<file path="src/rtl/ghash_pkg.sv">
// Shared types and constants for the GHASH accumulator.
// No dependencies; imported by every module of the block.
`default_nettype none

package ghash_pkg;

  localparam int unsigned BlockW            = 128;
  localparam int unsigned HalfW             = 64;
  localparam int unsigned CntW              = 5;
  localparam int unsigned BlockBytes        = BlockW / 8;
  localparam int unsigned CfgIdxW           = 1;
  localparam int unsigned CfgDataW          = HalfW;
  localparam int unsigned QueueDepthDefault = 2;

  // Reflected GCM reduction constant: x^128 = 1 + x + x^2 + x^7.
  localparam logic [HalfW-1:0] GfReduceHigh = 64'hE100_0000_0000_0000;

  typedef enum logic [CfgIdxW-1:0] {
    CfgKeyHigh = 1'b0,
    CfgKeyLow  = 1'b1
  } cfg_idx_e;

  typedef struct packed {
    logic [HalfW-1:0] block_high;
    logic [HalfW-1:0] block_low;
    logic [CntW-1:0]  valid_bytes;
    logic             final_block;
  } in_item_t;

  typedef struct packed {
    logic [HalfW-1:0] digest_high;
    logic [HalfW-1:0] digest_low;
  } out_item_t;

  typedef struct packed {
    logic [BlockW-1:0] data;
    logic              last;
  } q_item_t;

  typedef struct packed {
    logic pop_last;
    logic acc_zero;
  } back_status_t;

endpackage

`default_nettype wire

</file>
<file path="src/rtl/ghash_front.sv">
// Front end: takes input transfers, zeroes bytes past the valid count,
// and pushes the padded block into the queue. Uses ghash_pkg.
`default_nettype none

module ghash_front (
  input  wire logic               in_valid_i,
  output logic                    in_ready_o,
  input  wire ghash_pkg::in_item_t in_data_i,
  input  wire logic               full_i,
  output logic                    push_o,
  output ghash_pkg::q_item_t      push_item_o
);
  import ghash_pkg::*;

  logic [BlockW-1:0] raw;
  logic [BlockW-1:0] mask;

  assign raw = {in_data_i.block_high, in_data_i.block_low};

  // byte b survives when the count exceeds b; counts above 16 keep all
  always_comb begin
    for (int b = 0; b < BlockBytes; b++) begin
      mask[BlockW-1-8*b -: 8] = (in_data_i.valid_bytes > CntW'(b)) ? 8'hFF : 8'h00;
    end
  end

  assign in_ready_o       = !full_i;
  assign push_o           = in_valid_i && !full_i;
  assign push_item_o.data = raw & mask;
  assign push_item_o.last = in_data_i.final_block;

endmodule

`default_nettype wire

</file>
<file path="config.mk">
export PLATFORM = sky130hd
export DESIGN_NAME = ghash_front
export DESIGN_NICKNAME = d
export VERILOG_FILES = /design/src/rtl/ghash_pkg.sv /design/src/rtl/ghash_front.sv
export SDC_FILE = /design/constraint.sdc
export NUM_CORES = 1
export LEC_CHECK = 0
export BUFFER_PORTS_ARGS = -buffer_cell sky130_fd_sc_hd__buf_2
export CAP_MARGIN = 10
export CORE_AREA = 3 3 102 104
export DETAILED_ROUTE_END_ITERATION = 7
export DIE_AREA = 0 0 105 107
export PLACE_DENSITY = 0.46
export REMOVE_ABC_BUFFERS = 1
export SLEW_MARGIN = 20
export SYNTH_ARGS = -nofsm -noshare
export SYNTH_HDL_FRONTEND = slang
export SYNTH_SLANG_ARGS = --single-unit
</file>
<file path="constraint.sdc">
create_clock -name vclk -period 2.9
set_input_delay 0.29 -clock vclk [all_inputs]
set_output_delay 0.29 -clock vclk [all_outputs]
set_load 0.005 [all_outputs]
</file>
==> impl_results.html <==
<table>
<tr><th>Metric</th><th>Value</th></tr>
<tr><th colspan="2">Floorplanning</th></tr>
<tr><td>Row cnt</td><td>36</td></tr>
<tr><td>Die height</td><td>between 100 and 150 µm</td></tr>
<tr><td>Effective utilization at floorplan</td><td>0.114</td></tr>
<tr><td>Die extent in x</td><td>105 µm</td></tr>
<tr><td>Total Die Area</td><td>roughly 0.011 mm²</td></tr>
<tr><td>Io pins</td><td>about 270</td></tr>
<tr><td>Standard cell core area</td><td>between 0.009 and 0.01 mm²</td></tr>
<tr><th colspan="2">Route</th></tr>
<tr><td>Routed via count</td><td>a little over 2000</td></tr>
<tr><td>Routed wire per std cell</td><td>12.7 µm</td></tr>
<tr><td>First-iteration detailed-routing DRC count</td><td>73</td></tr>
<tr><td>Average via count per standard cell</td><td>3.81</td></tr>
<tr><td>Post-route DRC violation count</td><td>0</td></tr>
<tr><td>Remaining antenna violation count</td><td>0</td></tr>
<tr><td>Total iterations of the first detailed-routing run</td><td>4</td></tr>
<tr><td>Final Routed Wirelength</td><td>a little under 7 mm</td></tr>
<tr><th colspan="2">Final layout</th></tr>
<tr><td>Top library cells by usage in the layout, fill and taps aside</td><td>sky130_fd_sc_hd__buf_2 (265), sky130_fd_sc_hd__nor2b_1 (60), sky130_fd_sc_hd__a21boi_0 (32)</td></tr>
<tr><td>Final core area utilization</td><td>0.261</td></tr>
<tr><td>Clk_buf instances</td><td>0</td></tr>
<tr><td>Filler Cell Count</td><td>1108</td></tr>
<tr><td>Flip-flop and latch count</td><td>0</td></tr>
<tr><td>Count of nets after finishing</td><td>550</td></tr>
<tr><td>Area overhead of the layout relative to synthesis</td><td>130%</td></tr>
<tr><td>Leading cell type in the layout, fill and taps excluded</td><td>sky130_fd_sc_hd__buf_2</td></tr>
<tr><td>Finished Cell Area</td><td>0.00252 mm²</td></tr>
<tr><td>Register area</td><td>0 µm²</td></tr>
<tr><td>Number of antenna cells inserted</td><td>0</td></tr>
<tr><td>Fraction of layout cells with a size suffix above 1</td><td>0.658</td></tr>
<tr><th colspan="2">CTS</th></tr>
<tr><td>Number of buffers inserted by post-CTS setup repair</td><td>0</td></tr>
<tr><td>Resized Gates After CTS</td><td>0</td></tr>
<tr><td>Cts-stage hold buffer count</td><td>0</td></tr>
<tr><th colspan="2">Placed design</th></tr>
<tr><td>Quantity of I/O buffers inserted on ports</td><td>around 270</td></tr>
<tr><td>Last weighted congestion value of the routability-driven placer</td><td>0.768</td></tr>
<tr><td>Post-detailed-placement cell area</td><td>0.00252 mm²</td></tr>
<tr><td>Half-perimeter wire length after placement</td><td>between 6 and 7 mm</td></tr>
<tr><th colspan="2">Worst setup path</th></tr>
<tr><td>Required time at the worst-slack endpoint</td><td>2610 ps</td></tr>
<tr><td>Worst Path Class, Setup</td><td>in -&gt; out</td></tr>
<tr><td>Maximum fanout along the worst path</td><td>21</td></tr>
<tr><td>Crit path launch type</td><td>input port</td></tr>
<tr><td>Worst path arrival time</td><td>1630 ps</td></tr>
<tr><td>Kind of end point of the critical path</td><td>output port</td></tr>
<tr><th colspan="2">Power and ir drop</th></tr>
<tr><td>Sum of internal, switching and leakage power</td><td>roughly 350 µW</td></tr>
<tr><td>Power per Cell Area</td><td>about 140 mW/mm²</td></tr>
<tr><td>Worst voltage drop across the vdd grid</td><td>0.0702 mV</td></tr>
<tr><td>Static power due to leakage</td><td>1.51 nW</td></tr>
<tr><th colspan="2">Synth</th></tr>
<tr><td>Library cells used by synthesis</td><td>24</td></tr>
<tr><td>Post-synthesis cell type with the largest combined area</td><td>sky130_fd_sc_hd__nor2b_1</td></tr>
<tr><td>Synthesis Warnings</td><td>0</td></tr>
<tr><td>Top cells by area, synth</td><td>sky130_fd_sc_hd__nor2b_1 (34%), sky130_fd_sc_hd__a21boi_0 (22%), sky130_fd_sc_hd__and2_1 (9.1%), sky130_fd_sc_hd__and3_1 (9.1%), sky130_fd_sc_hd__and2b_1 (3.4%)</td></tr>
<tr><td>Sequential element share of the synthesized area</td><td>0</td></tr>
<tr><td>Netlist area before placement</td><td>approximately 0.0011 mm²</td></tr>
<tr><td>Cells after synthesis</td><td>158</td></tr>
<tr><td>Area fraction of the dominant cell type after synthesis</td><td>0.342</td></tr>
<tr><td>Average cell area after synthesis</td><td>6.94 µm²</td></tr>
<tr><th colspan="2">Global routing</th></tr>
<tr><td>Total congestion overflow after global routing</td><td>0</td></tr>
<tr><td>Wire length of the first global-routing pass</td><td>9.97 mm</td></tr>
<tr><td>Global router's overall resource usage</td><td>0.106</td></tr>
<tr><td>Antenna violations before repair</td><td>0</td></tr>
<tr><td>Via count of the first global-routing pass</td><td>~2000</td></tr>
<tr><td>Maximum number of pins on one net before global-route repair</td><td>25</td></tr>
<tr><th colspan="2">STA</th></tr>
<tr><td>Pins over their slew limit</td><td>0</td></tr>
<tr><td>Final Hold Fails</td><td>0</td></tr>
<tr><td>Number of endpoints failing setup at the final stage</td><td>0</td></tr>
<tr><td>Pin slew with the least headroom to its limit</td><td>656 ps</td></tr>
<tr><td>Remaining max-slew budget at the tightest pin</td><td>0.558</td></tr>
<tr><td>Share of the clock period used by the worst path</td><td>0.663</td></tr>
<tr><td>Setup repair after global routing missed its margin</td><td>false</td></tr>
<tr><td>Max Freq</td><td>520 MHz</td></tr>
<tr><td>Setup Total Neg Slack</td><td>0 ps</td></tr>
<tr><td>Clock period minus worst slack</td><td>roughly 1900 ps</td></tr>
<tr><th colspan="2">Min path</th></tr>
<tr><td>Hold-critical path depth</td><td>0</td></tr>
<tr><td>Path category of the worst min-delay check</td><td>in -&gt; out</td></tr>
<tr><td>Hold Path End</td><td>push_item_o[0]</td></tr>
<tr><td>Min-delay src</td><td>in_data_i[0]</td></tr>
<tr><th colspan="2">Flow run</th></tr>
<tr><td>Max-cap violations</td><td>0</td></tr>
<tr><th colspan="2">Run status</th></tr>
<tr><td>Run status</td><td>complete, no violations</td></tr>
</table>
worst max-delay path: stages:
cell	delay, ps
sky130_fd_sc_hd__buf_2	260
sky130_fd_sc_hd__or4_1	710
sky130_fd_sc_hd__and3_1	240
sky130_fd_sc_hd__buf_2	120
area by class of cell:
type | instances | area (µm²) | area share
inverters | 2 | 7.51 | 0.00298
well taps | 133 | 166 | 0.0661
repair buffers | 265 | 1330 | 0.527
multi-input cells | 145 | 1020 | 0.404
Yosys cell counts:
master	instances
sky130_fd_sc_hd__nor2b_1	60
sky130_fd_sc_hd__a21boi_0	32
sky130_fd_sc_hd__and2_1	16
sky130_fd_sc_hd__and3_1	16
sky130_fd_sc_hd__and2b_1	5
sky130_fd_sc_hd__buf_2	3
sky130_fd_sc_hd__buf_4	3
sky130_fd_sc_hd__clkbuf_1	3
sky130_fd_sc_hd__buf_6	2
sky130_fd_sc_hd__inv_1	2
sky130_fd_sc_hd__nor2_1	2
sky130_fd_sc_hd__o21ai_0	2
sky130_fd_sc_hd__a2111oi_4	1
sky130_fd_sc_hd__a211o_1	1
sky130_fd_sc_hd__a211oi_2	1
sky130_fd_sc_hd__a21oi_2	1
sky130_fd_sc_hd__a311oi_2	1
sky130_fd_sc_hd__a31oi_1	1
sky130_fd_sc_hd__a41oi_1	1
sky130_fd_sc_hd__nor3_4	1
sky130_fd_sc_hd__nor4_4	1
sky130_fd_sc_hd__o211ai_1	1
sky130_fd_sc_hd__or2_1	1
sky130_fd_sc_hd__or4_1	1
kinds of logic (layout without fill, tap and decap cells):
family          after synthesis  in the layout  synth area share
buf+inv                      13            267            0.0719
simple gates                103            103             0.613
compound gates               42             42             0.315
worst max-delay path by stage:
stage / startpoint / end
after floorplan: in_data_i[5] / push_item_o[57]
after global placement: in_data_i[5] / push_item_o[57]
after detailed placement: in_data_i[5] / push_item_o[60]
after CTS: in_data_i[5] / push_item_o[60]
after global routing: in_data_i[5] / push_item_o[44]
final: in_data_i[5] / push_item_o[59]
power breakdown:
group	leakage (nW)	switching (mW)	internal [mW]
logic	1.51	0.155	0.194
registers	0	0	0
clock network	0	0	0
total	1.51	0.155	0.194
metrics by stage:
step	hold WS, ps	setup WS (ps)	cells
6_report	580	977	545
5_1_grt	580	833	545
4_1_cts	580	970	545
3_5_place_dp	580	967	545
3_3_place_gp	580	996	545
2_1_floorplan	580	1510	147
per-layer routing:
metal	track usage	share of wire	wire length, µm	vias up
met2	0.211	0.52	3570	158
met3	0.0169	0.096	664	0
met1	0.125	0.39	2670	873
met4	0	0	0	0
li1	-	-	-	1046
met5	0	0	0	-
No activity file was read; power rests on OpenSTA's default activity.
