**src/rtl/ghash_pkg.sv**
```systemverilog
// Shared types and constants for the GHASH accumulator.
// No dependencies; imported by every module of the block.
`default_nettype none

package ghash_pkg;

  localparam int unsigned BlockW            = 128;
  localparam int unsigned HalfW             = 64;
  localparam int unsigned CntW              = 5;
  localparam int unsigned BlockBytes        = BlockW / 8;
  localparam int unsigned CfgIdxW           = 1;
  localparam int unsigned CfgDataW          = HalfW;
  localparam int unsigned QueueDepthDefault = 2;

  // Reflected GCM reduction constant: x^128 = 1 + x + x^2 + x^7.
  localparam logic [HalfW-1:0] GfReduceHigh = 64'hE100_0000_0000_0000;

  typedef enum logic [CfgIdxW-1:0] {
    CfgKeyHigh = 1'b0,
    CfgKeyLow  = 1'b1
  } cfg_idx_e;

  typedef struct packed {
    logic [HalfW-1:0] block_high;
    logic [HalfW-1:0] block_low;
    logic [CntW-1:0]  valid_bytes;
    logic             final_block;
  } in_item_t;

  typedef struct packed {
    logic [HalfW-1:0] digest_high;
    logic [HalfW-1:0] digest_low;
  } out_item_t;

  typedef struct packed {
    logic [BlockW-1:0] data;
    logic              last;
  } q_item_t;

  typedef struct packed {
    logic pop_last;
    logic acc_zero;
  } back_status_t;

endpackage

`default_nettype wire

```
**src/rtl/ghash_queue.sv**
```systemverilog
// Small FIFO between front and back ends.
// Depth of at least 2; uses ghash_pkg for the item type.
`default_nettype none

module ghash_queue #(
  parameter int unsigned Depth = ghash_pkg::QueueDepthDefault
) (
  input  wire logic              clk_i,
  input  wire logic              rst_ni,
  input  wire logic              push_i,
  input  wire ghash_pkg::q_item_t push_item_i,
  output logic                   full_o,
  input  wire logic              pop_i,
  output logic                   valid_o,
  output ghash_pkg::q_item_t     pop_item_o
);
  import ghash_pkg::*;

  localparam int unsigned PtrW = $clog2(Depth);
  localparam int unsigned CntQW = $clog2(Depth + 1);

  q_item_t            mem_q [Depth];
  logic [PtrW-1:0]    wr_ptr_q, wr_ptr_d;
  logic [PtrW-1:0]    rd_ptr_q, rd_ptr_d;
  logic [CntQW-1:0]   cnt_q, cnt_d;
  logic               do_push, do_pop;

  assign full_o     = (cnt_q == CntQW'(Depth));
  assign valid_o    = (cnt_q != '0);
  assign pop_item_o = mem_q[rd_ptr_q];
  assign do_push    = push_i && !full_o;
  assign do_pop     = pop_i && valid_o;

  always_comb begin
    wr_ptr_d = wr_ptr_q;
    rd_ptr_d = rd_ptr_q;
    cnt_d    = cnt_q;
    if (do_push) begin
      wr_ptr_d = (wr_ptr_q == PtrW'(Depth - 1)) ? '0 : wr_ptr_q + PtrW'(1);
    end
    if (do_pop) begin
      rd_ptr_d = (rd_ptr_q == PtrW'(Depth - 1)) ? '0 : rd_ptr_q + PtrW'(1);
    end
    if (do_push && !do_pop) begin
      cnt_d = cnt_q + CntQW'(1);
    end else if (do_pop && !do_push) begin
      cnt_d = cnt_q - CntQW'(1);
    end
  end

  always_ff @(posedge clk_i or negedge rst_ni) begin
    if (!rst_ni) begin
      wr_ptr_q <= '0;
      rd_ptr_q <= '0;
      cnt_q    <= '0;
    end else begin
      wr_ptr_q <= wr_ptr_d;
      rd_ptr_q <= rd_ptr_d;
      cnt_q    <= cnt_d;
    end
  end

  always_ff @(posedge clk_i) begin
    if (do_push) begin
      mem_q[wr_ptr_q] <= push_item_i;
    end
  end

endmodule

`default_nettype wire

```
**config.mk**
```make
export PLATFORM = sky130hd
export DESIGN_NAME = ghash_queue
export DESIGN_NICKNAME = d
export VERILOG_FILES = /design/src/rtl/ghash_pkg.sv /design/src/rtl/ghash_queue.sv
export SDC_FILE = /design/constraint.sdc
export NUM_CORES = 1
export LEC_CHECK = 0
export BUFFER_PORTS_ARGS = -buffer_cell sky130_fd_sc_hd__buf_2
export CORE_MARGIN = 2
export CORE_UTILIZATION = 55
export CTS_CLUSTER_DIAMETER = 200
export DETAILED_ROUTE_END_ITERATION = 10
export PLACE_DENSITY_LB_ADDON = 0.15
export SYNTH_ARGS = -nofsm -noshare
export SYNTH_HDL_FRONTEND = slang
export SYNTH_SLANG_ARGS = --single-unit
export TNS_END_PERCENT = 30
```
**constraint.sdc**
```tcl
create_clock -name clk_i -period 14.2 [get_ports clk_i]
set_clock_uncertainty 0.15 [all_clocks]
set_input_delay 2.84 -clock clk_i [delete_from_list [all_inputs] [get_ports clk_i]]
set_output_delay 2.84 -clock clk_i [all_outputs]
set_load 0.005 [all_outputs]
```
==> flow_metrics.py, run 1 <==
metrics = {
    "finish": {
        "postLayoutCoreUtil_pct": 69.36,
        "nFillCells": 1174,
        "drive_above_1_share_pct": 60.81,
        "nets": 834,
        "area_growth_pct": 24.53,
    },
    "clock_network": {
        "ctsResizeCount": 0,
        "cts_max_level": 1,
        "clock_latency_ns": 0.49,
        "postCtsHoldBufs": 0,
        "postCtsSetupRepairBufs": 0,
        "cts_tree": "built",
        "root_buffer": "clkbuf_16",
        "numCtsBuffers": 25,
        "cts_sinks": 262,
        "clk_pin_slew_ns": 0.06,
        "clockBufferDepth": 3,
    },
    "synth": {
        "synthTopCellsByCount": "edfxtp_1 (258), mux2_2 (129), buf_6 (10)",
        "synth_edf_count": 258,
        "synth.most_common_cell": "edfxtp_1",
        "synth-async-reset-ratio_pct": 1.527,
        "yosys_warnings": 0,
        "ys_types": 15,
        "ys_ff_latch": 262,
        "yosysTopAreaCell": "edfxtp_1",
        "postSynthCellCount": 420,
        "syn-num-nets": 554,
        "ys_seq_area_share_pct": 82.32,
        "syn_area_per_cell_um2": 22.70,
        "synth_ff_type": "edfxtp_1",
        "yosysTopAreaCellShare_pct": 81.27,
        "synth_area_um2": 9533,
        "synth.area.top_cells": "edfxtp_1 (81%), mux2_2 (15%), buf_6 (1.2%), dfrtp_1 (1.1%), xnor2_1 (0.28%)",
    },
    "sta": {
        "fmax_mhz": 167.7,
        "relSlewSlack_pct": 37.50,
        "rsz0062_at_grt": "no",
        "setup_viol": 0,
        "drv_slew": 0,
        "finalCriticalPeriod_ns": 5.964,
        "timing.final.crit_share_pct": 42.00,
        "hold_viol_final": 0,
        "tns_ns": 0,
        "tightest_slew_ns": 0.9375,
    },
    "place": {
        "dp_hpwl_um": 11860,
        "io_buffer_count": 263,
        "gp_congestion": 0.7803,
    },
    "grt": {
        "grt_pass1_vias": 5001,
        "grt_pass1_wl_um": 25850,
        "grt_max_degree": 71,
        "grt_antenna_before_repair": 4,
        "overflow": 0,
        "track_usage_pct": 18.56,
    },
    "min_path": {
        "holdCritStartpoint": "cnt_q[1]",
        "worstHoldPathCells": 1,
        "hold_class": "flop to flop",
        "hold_end": "cnt_q[1]",
    },
    "die": {
        "core.rowCount": 48,
        "start_util_pct": 55.69,
        "die_height_um": 135.7,
        "dieArea_um2": 18400,
        "core-area_um2": 17120,
        "fp.dieW_um": 135.7,
        "ioPinCount": 264,
    },
    "worst_setup_path": {
        "r2r_end": "mem_q[1][123]",
        "critPathMaxFanout": 69,
        "crit_type": "flop to output port",
        "critical-path-max-stage-delay_ns": 0.97,
        "cp-end-kind": "output port",
        "rrSetupSlack_ns": 11.42,
        "r2r_start": "cnt_q[0]",
        "crit_slowest_cell": "dfrtp_4",
        "startpoint_type": "flop",
        "required_ns": 11.21,
        "crit_chain": "buf_4 -> mux2_2 -> buf_2",
        "r2r_cells": 3,
        "cp_data_arrival_time_ns": 2.97,
    },
    "pwr": {
        "power_density_nw_per_um2": 201.3,
        "ir_drop_v": 0.0001131,
        "p_leak_uw": 0.004467,
    },
    "routing": {
        "wl_per_cell_um": 18.82,
        "first_iter_violations": 239,
        "postRouteAntennaNets": 0,
        "num_vias": 4871,
        "drc_errors": 0,
        "finalWirelength_um": 17800,
        "drt-pass1-iter-count": 4,
        "viasPerCell": 5.149,
    },
    "outcome": {
        "status": "finished clean",
    },
    "flow_run": {
        "drv_cap": 0,
    },
}
routing by layer:
metal	track usage (%)	share of wire, %	wire, µm
met2	32.58	52	9345
met4	6.655	2.7	486
met5	0	0	0
met1	22.45	37	6659
met3	4.564	7.4	1312
metrics by stage:
stage | cells | hold slack [ns] | setup WS (ns) | power, µW | cell area (µm²)
after floorplan | 420 | 0.3059 | 5.143 | 1537 | 9533
after global placement | 898 | 0.3238 | 8.788 | 1745 | 11040
after detailed placement | 898 | 0.3566 | 8.732 | 1765 | 11040
after CTS | 942 | 0.3651 | 8.175 | 2426 | 11860
after global routing | 945 | 0.3752 | 8.092 | 2506 | 11870
final | 946 | 0.3631 | 8.236 | 2390 | 11870
cell type report:
cell class / instances / area, µm² / share of cell area [%]
diodes: 4 / 10.01 / 0.08432
clock buffers: 31 / 658.1 / 5.544
clock inverters: 13 / 161.4 / 1.360
inverters: 2 / 7.507 / 0.06324
multi-input cells: 142 / 1555 / 13.10
flip-flops and latches: 262 / 7851 / 66.14
well taps: 225 / 281.5 / 2.371
repair buffers: 267 / 1346 / 11.34
worst max path at each step:
stage | start | end | slack (ns) | cells after the start
3_3_place_gp | rd_ptr_q | pop_item_o[42] | 8.79 | 3
2_1_floorplan | push_i | mem_q[0][0] | 5.14 | 2
5_1_grt | rd_ptr_q | pop_item_o[66] | 8.09 | 3
6_report | rd_ptr_q | pop_item_o[66] | 8.24 | 3
4_1_cts | rd_ptr_q | pop_item_o[42] | 8.18 | 3
3_5_place_dp | rd_ptr_q | pop_item_o[42] | 8.73 | 3
critical path: cells and delay by family (launching register included):
kind                   cells  cell delay (ns)
multiplexers               1             0.44
flip-flops                 1             0.97
buffers and inverters      2             0.95
placed cells by master (no fill, tap or decap), types with 3 or more instances in the layout:
master	instances
diode_2	4
xnor2_1	3
clkbuf_16	25
buf_2	263
edfxtp_1	258
dfrtp_1	3
buf_4	4
clkbuf_1	5
bufinv_16	4
clkinv_2	6
clkinv_1	3
mux2_2	129
cell families after synthesis:
family,synth area share (%)
flip-flops,82.32
buffers and inverters,1.496
multiplexers,15.24
AND/OR/NAND/NOR,0.3546
adder cells (fa/ha/maj),0.1312
XOR/XNOR,0.4595
sequential cells by signal, summed over array words and instances, names as in the netlist:
register and flops:
rd_ptr_q 1, mem_q 258, wr_ptr_q 1, cnt_q 2
report_power, final:
part	switching (µW)	total [µW]	internal (µW)
Sequential	74.9	1140	1060
Combinational	292	601	309
Clock	254	654	400
Note: power is estimated with default switching activity, not from simulation.
==> inputs of run 2 (changes only) <==
Settings changed: CORE_UTILIZATION 55 to 47.
Clock period 14.2 ns to 5.25 ns, I/O delays scaled along.
==> flow_metrics.py, run 2 (synthesis results as in run 1) <==
metrics = {
    "outcome": {
        "status": "finished clean",
    },
    "clock_network": {
        "cts_max_level": 1,
        "cts_sinks": 262,
        "clk_pin_slew_ns": 0.06,
        "numCtsBuffers": 27,
        "ctsResizeCount": 0,
        "root_buffer": "clkbuf_16",
        "postCtsSetupRepairBufs": 0,
        "postCtsHoldBufs": 0,
        "cts_tree": "built",
        "clockBufferDepth": 3,
        "clock_latency_ns": 0.51,
    },
    "finish": {
        "drive_above_1_share_pct": 60.75,
        "largest_register_ffs": 258,
        "final_common_cell": "buf_2",
        "top_regs": "mem_q x258, cnt_q x2",
        "nets": 835,
        "final_cell_mix": "buf_2 (263), edfxtp_1 (258), mux2_2 (129), clkbuf_16 (27), clkbuf_1 (7)",
        "area_growth_pct": 25.63,
        "top_register": "mem_q",
        "postLayoutCoreUtil_pct": 59.77,
    },
    "routing": {
        "met1_length_um": 7086,
        "postRouteAntennaNets": 0,
        "finalWirelength_um": 17820,
        "wl_per_cell_um": 17.92,
        "viasPerCell": 4.857,
        "top_layer": "met5",
        "first_iter_violations": 225,
        "drt-pass1-iter-count": 4,
        "wl_met3_um": 1667,
        "wl_met2_um": 8763,
        "num_vias": 4828,
        "drc_errors": 0,
    },
    "grt": {
        "grt_antenna_before_repair": 5,
        "grt_pass1_wl_um": 27170,
        "grt_pass1_vias": 5147,
        "track_usage_pct": 16.17,
        "overflow": 0,
        "grt_max_degree": 115,
    },
    "sta": {
        "hold_viol_final": 0,
        "fmax_mhz": 265.1,
        "drv_slew": 0,
        "rsz0062_at_grt": "no",
        "finalCriticalPeriod_ns": 3.772,
        "tns_ns": 0,
        "tightest_slew_ns": 0.9545,
        "relSlewSlack_pct": 36.37,
        "setup_viol": 0,
        "timing.final.crit_share_pct": 71.84,
    },
    "worst_setup_path": {
        "startpoint_type": "flop",
        "required_ns": 4.05,
        "r2r_start": "cnt_q[0]",
        "critPathMaxFanout": 69,
        "cp-end-kind": "output port",
        "cp_data_arrival_time_ns": 2.57,
        "r2r_end": "mem_q[1][67]",
        "r2r_cells": 3,
        "rrSetupSlack_ns": 2.85,
        "crit_type": "flop to output port",
    },
    "die": {
        "start_util_pct": 47.57,
        "ioPinCount": 264,
        "dieArea_um2": 21440,
        "core-area_um2": 20040,
        "die_height_um": 146.4,
        "fp.dieW_um": 146.4,
        "core.rowCount": 52,
    },
    "pwr": {
        "ir_drop_v": 0.0004748,
        "power_density_nw_per_um2": 540.5,
        "p_leak_uw": 0.004472,
    },
    "place": {
        "dp_hpwl_um": 11620,
        "io_buffer_count": 263,
        "gp_congestion": 0.7586,
    },
    "min_path": {
        "hold_class": "input port to asynchronous set/reset pin",
    },
    "flow_run": {
        "drv_cap": 0,
    },
}
## run 2: changes by cell type in the layout (fill, tap and decap cells not counted)
cell        change
buf_12          +3
buf_4           -4
bufinv_16       -3
clkbuf_1        +2
clkbuf_16       +2
clkbuf_8        +3
clkinv_2        -2
clkinvlp_4      +3
diode_2         -1
## run 2: final cells by class
type,count,area (µm²)
clock buffers,38,757.0
multi-input cells,142,1555
diodes,3,7.507
inverters,2,7.507
well taps,270,337.8
fillers,1532,8063
clock inverters,11,83.83
flip-flops and latches,262,7851
repair buffers,266,1376
## run 2: power by group
group          internal [µW]  leakage [µW]  switching, µW  total [µW]
logic                    855       0.00163            780        1640
clock network           1050      0.000405            720        1770
registers               2860       0.00244            207        3070
## run 2: routing by layer
metal / vias to the layer above / GRT usage, %
met3: 28 / 6.031
li1: 2242 / -
met5: - / 0
met2: 189 / 27.24
met1: 2365 / 20.16
met4: 4 / 3.641
## run 2: worst max-delay path by stage
stage                  start               to  slack (ns)  cells past startpoint
floorplan             push_i      mem_q[0][0]        0.16                      2
global placement    rd_ptr_q  pop_item_o[128]        2.02                      3
detailed placement  rd_ptr_q  pop_item_o[128]        2.00                      3
CTS                 rd_ptr_q  pop_item_o[128]        1.44                      3
global route        rd_ptr_q  pop_item_o[115]        1.34                      3
finish              rd_ptr_q  pop_item_o[115]        1.48                      3
## run 2: worst max-delay path, stage by stage, from the launching register on
cell and delay (ns):
dfrtp_4 1.05, buf_12 0.37, mux2_2 0.42, buf_2 0.14
## run 2: per-stage QoR
stage	cell area [µm²]	power [µW]	cells	worst slack [ns]	hold slack, ns
after detailed placement	11130	4785	942	1.996	0.3441
after floorplan	9535	4134	420	0.1598	0.3059
after global routing	11970	6806	991	1.344	0.1635
after CTS	11970	6573	991	1.438	0.1715
after global placement	11130	4742	942	2.024	0.3251
final	11980	6473	994	1.478	0.1917
==> inputs of run 3 (changes only) <==
Settings changed: CORE_UTILIZATION 47 to 52.
Clock period 5.25 ns to 3.5 ns, I/O delays scaled along.
==> flow_metrics.py, run 3 (synthesis results as in run 1) <==
metrics = {
    "flow_run": {
        "drv_cap": 0,
    },
    "clock_network": {
        "root_buffer": "clkbuf_16",
        "cts_tree": "built",
        "numCtsBuffers": 25,
        "clk_pin_slew_ns": 0.06,
        "ctsResizeCount": 0,
        "clockBufferDepth": 3,
        "clock_latency_ns": 0.51,
        "cts_sinks": 262,
        "cts_max_level": 1,
    },
    "finish": {
        "final_common_cell": "buf_2",
        "nFillCells": 1238,
        "drive_above_1_share_pct": 60.22,
        "nets": 842,
        "largest_register_ffs": 258,
        "final_cell_mix": "buf_2 (263), edfxtp_1 (258), mux2_2 (129), clkbuf_16 (25), clkbuf_1 (11)",
        "final_cell_count_no_fill": 955,
        "top_register": "mem_q",
        "top_regs": "mem_q x258, cnt_q x2",
        "area_growth_pct": 25.37,
    },
    "worst_setup_path": {
        "cp_top_family": "flip-flops",
        "crit_type": "flop to output port",
        "rrSetupSlack_ns": 1.28,
        "crit_buf_inv": 2,
        "crit_chain": "buf_4 -> mux2_2 -> buf_2",
        "r2r_start": "cnt_q[0]",
        "cp_data_arrival_time_ns": 2.34,
        "crit_slowest_cell": "dfrtp_4",
        "startpoint_type": "flop",
        "critPathMaxFanout": 51,
        "cp-end-kind": "output port",
        "r2r_end": "mem_q[0][54]",
        "required_ns": 2.65,
        "r2r_cells": 4,
        "critical-path-max-stage-delay_ns": 0.89,
    },
    "min_path": {
        "hold_end": "mem_q[0][109]",
        "hold_class": "input port to flop",
        "holdCritStartpoint": "push_item_i[109]",
        "worstHoldPathCells": 1,
    },
    "sta": {
        "tightest_slew_ns": 0.8443,
        "whs_ns": 0.2253,
        "rsz0062_at_grt": "no",
        "timing.final.crit_share_pct": 91.27,
        "worst_slack_ns": 0.3055,
        "finalCriticalPeriod_ns": 3.194,
        "fmax_mhz": 313.0,
        "hold_viol_final": 0,
        "setup_viol": 0,
        "tns_ns": 0,
        "relSlewSlack_pct": 43.58,
        "drv_slew": 0,
    },
    "pwr": {
        "p_comb_share_pct": 27.1,
        "p_sw_share_pct": 26.51,
        "sequentialPowerShare_pct": 47.3,
        "intPower_uw": 7100,
        "switchingPower_uw": 2562,
        "p_clk_share_pct": 25.6,
        "p_leak_uw": 0.004487,
        "power_uw": 9662,
        "power_density_nw_per_um2": 808.4,
        "ir_drop_v": 0.0005126,
    },
    "routing": {
        "drc_errors": 0,
        "first_iter_violations": 263,
        "viasPerCell": 5.147,
        "postRouteAntennaNets": 0,
        "finalWirelength_um": 18430,
        "wl_per_cell_um": 19.30,
        "num_vias": 4915,
        "drt-pass1-iter-count": 4,
    },
    "die": {
        "core.rowCount": 49,
        "die_height_um": 139.4,
        "core-area_um2": 17960,
        "start_util_pct": 53.07,
        "fp.dieW_um": 139.4,
        "dieArea_um2": 19430,
        "ioPinCount": 264,
    },
    "grt": {
        "track_usage_pct": 18.27,
        "grt_pass1_vias": 5205,
        "grt_antenna_before_repair": 3,
        "grt_max_degree": 52,
        "overflow": 0,
        "grt_pass1_wl_um": 27620,
    },
    "place": {
        "dp_cells": 909,
        "dp_hpwl_um": 12470,
        "gp_congestion": 0.7955,
        "io_buffer_count": 263,
        "dpl_worst_slack_ns": 0.8239,
    },
    "outcome": {
        "status": "finished clean",
    },
}
run 3: cell types whose count changed in the layout (fill, tap and decap cells not counted), sizes merged:
cell / before / now
dlygate4sd3: 0 / 1
clkinv: 7 / 3
diode: 3 / 2
buf: 266 / 274
clkinvlp: 3 / 0
clkbuf: 38 / 39
run 3: per-stage QoR:
step,util [%],cell area [µm²]
after floorplan,-,9540
after CTS,66.50,11950
after global placement,62.28,11190
final,66.53,11950
after detailed placement,62.28,11190
after global routing,66.53,11950
run 3: worst max path at each step:
stage / from / cells after the start / end
after floorplan: push_i / 1 / mem_q[1][0]
after global placement: rd_ptr_q / 3 / pop_item_o[25]
after detailed placement: rd_ptr_q / 3 / pop_item_o[27]
after CTS: rd_ptr_q / 3 / pop_item_o[27]
after global routing: rd_ptr_q / 3 / pop_item_o[95]
final: rd_ptr_q / 3 / pop_item_o[96]
run 3: what timing repair did:
action	in CTS	in global routing
hold buffers	1	0
hold endpoints to repair	4	0
buffers inserted	0	0
run 3: layout make-up:
class	instances	area [µm²]	share of cell area, %
clock buffers	39	708.2	5.925
well taps	229	286.5	2.397
multi-input cells	142	1555	13.01
repair buffers	275	1496	12.52
inverters	2	7.507	0.06281
diodes	2	5.005	0.04188
clock inverters	4	41.29	0.3455
flip-flops and latches	262	7851	65.69
run 3: routing by layer:
metal	global-route usage (%)	routed length [µm]	vias to the layer above	share of wire (%)
met5	0	13	-	0.071
met4	7.177	637	2	3.5
met3	5.093	1559	51	8.5
met2	30.65	9085	212	49
met1	22.72	7136	2398	39
li1	-	-	2252	-
run 3: power groups by stage:
stage | clock network, µW | logic (µW) | registers (µW)
3_5_place_dp | 0 | 2650 | 4640
5_1_grt | 2670 | 2840 | 4630
6_report | 2470 | 2620 | 4570
2_1_floorplan | 0 | 1660 | 4520
3_3_place_gp | 0 | 2620 | 4600
4_1_cts | 2530 | 2670 | 4580
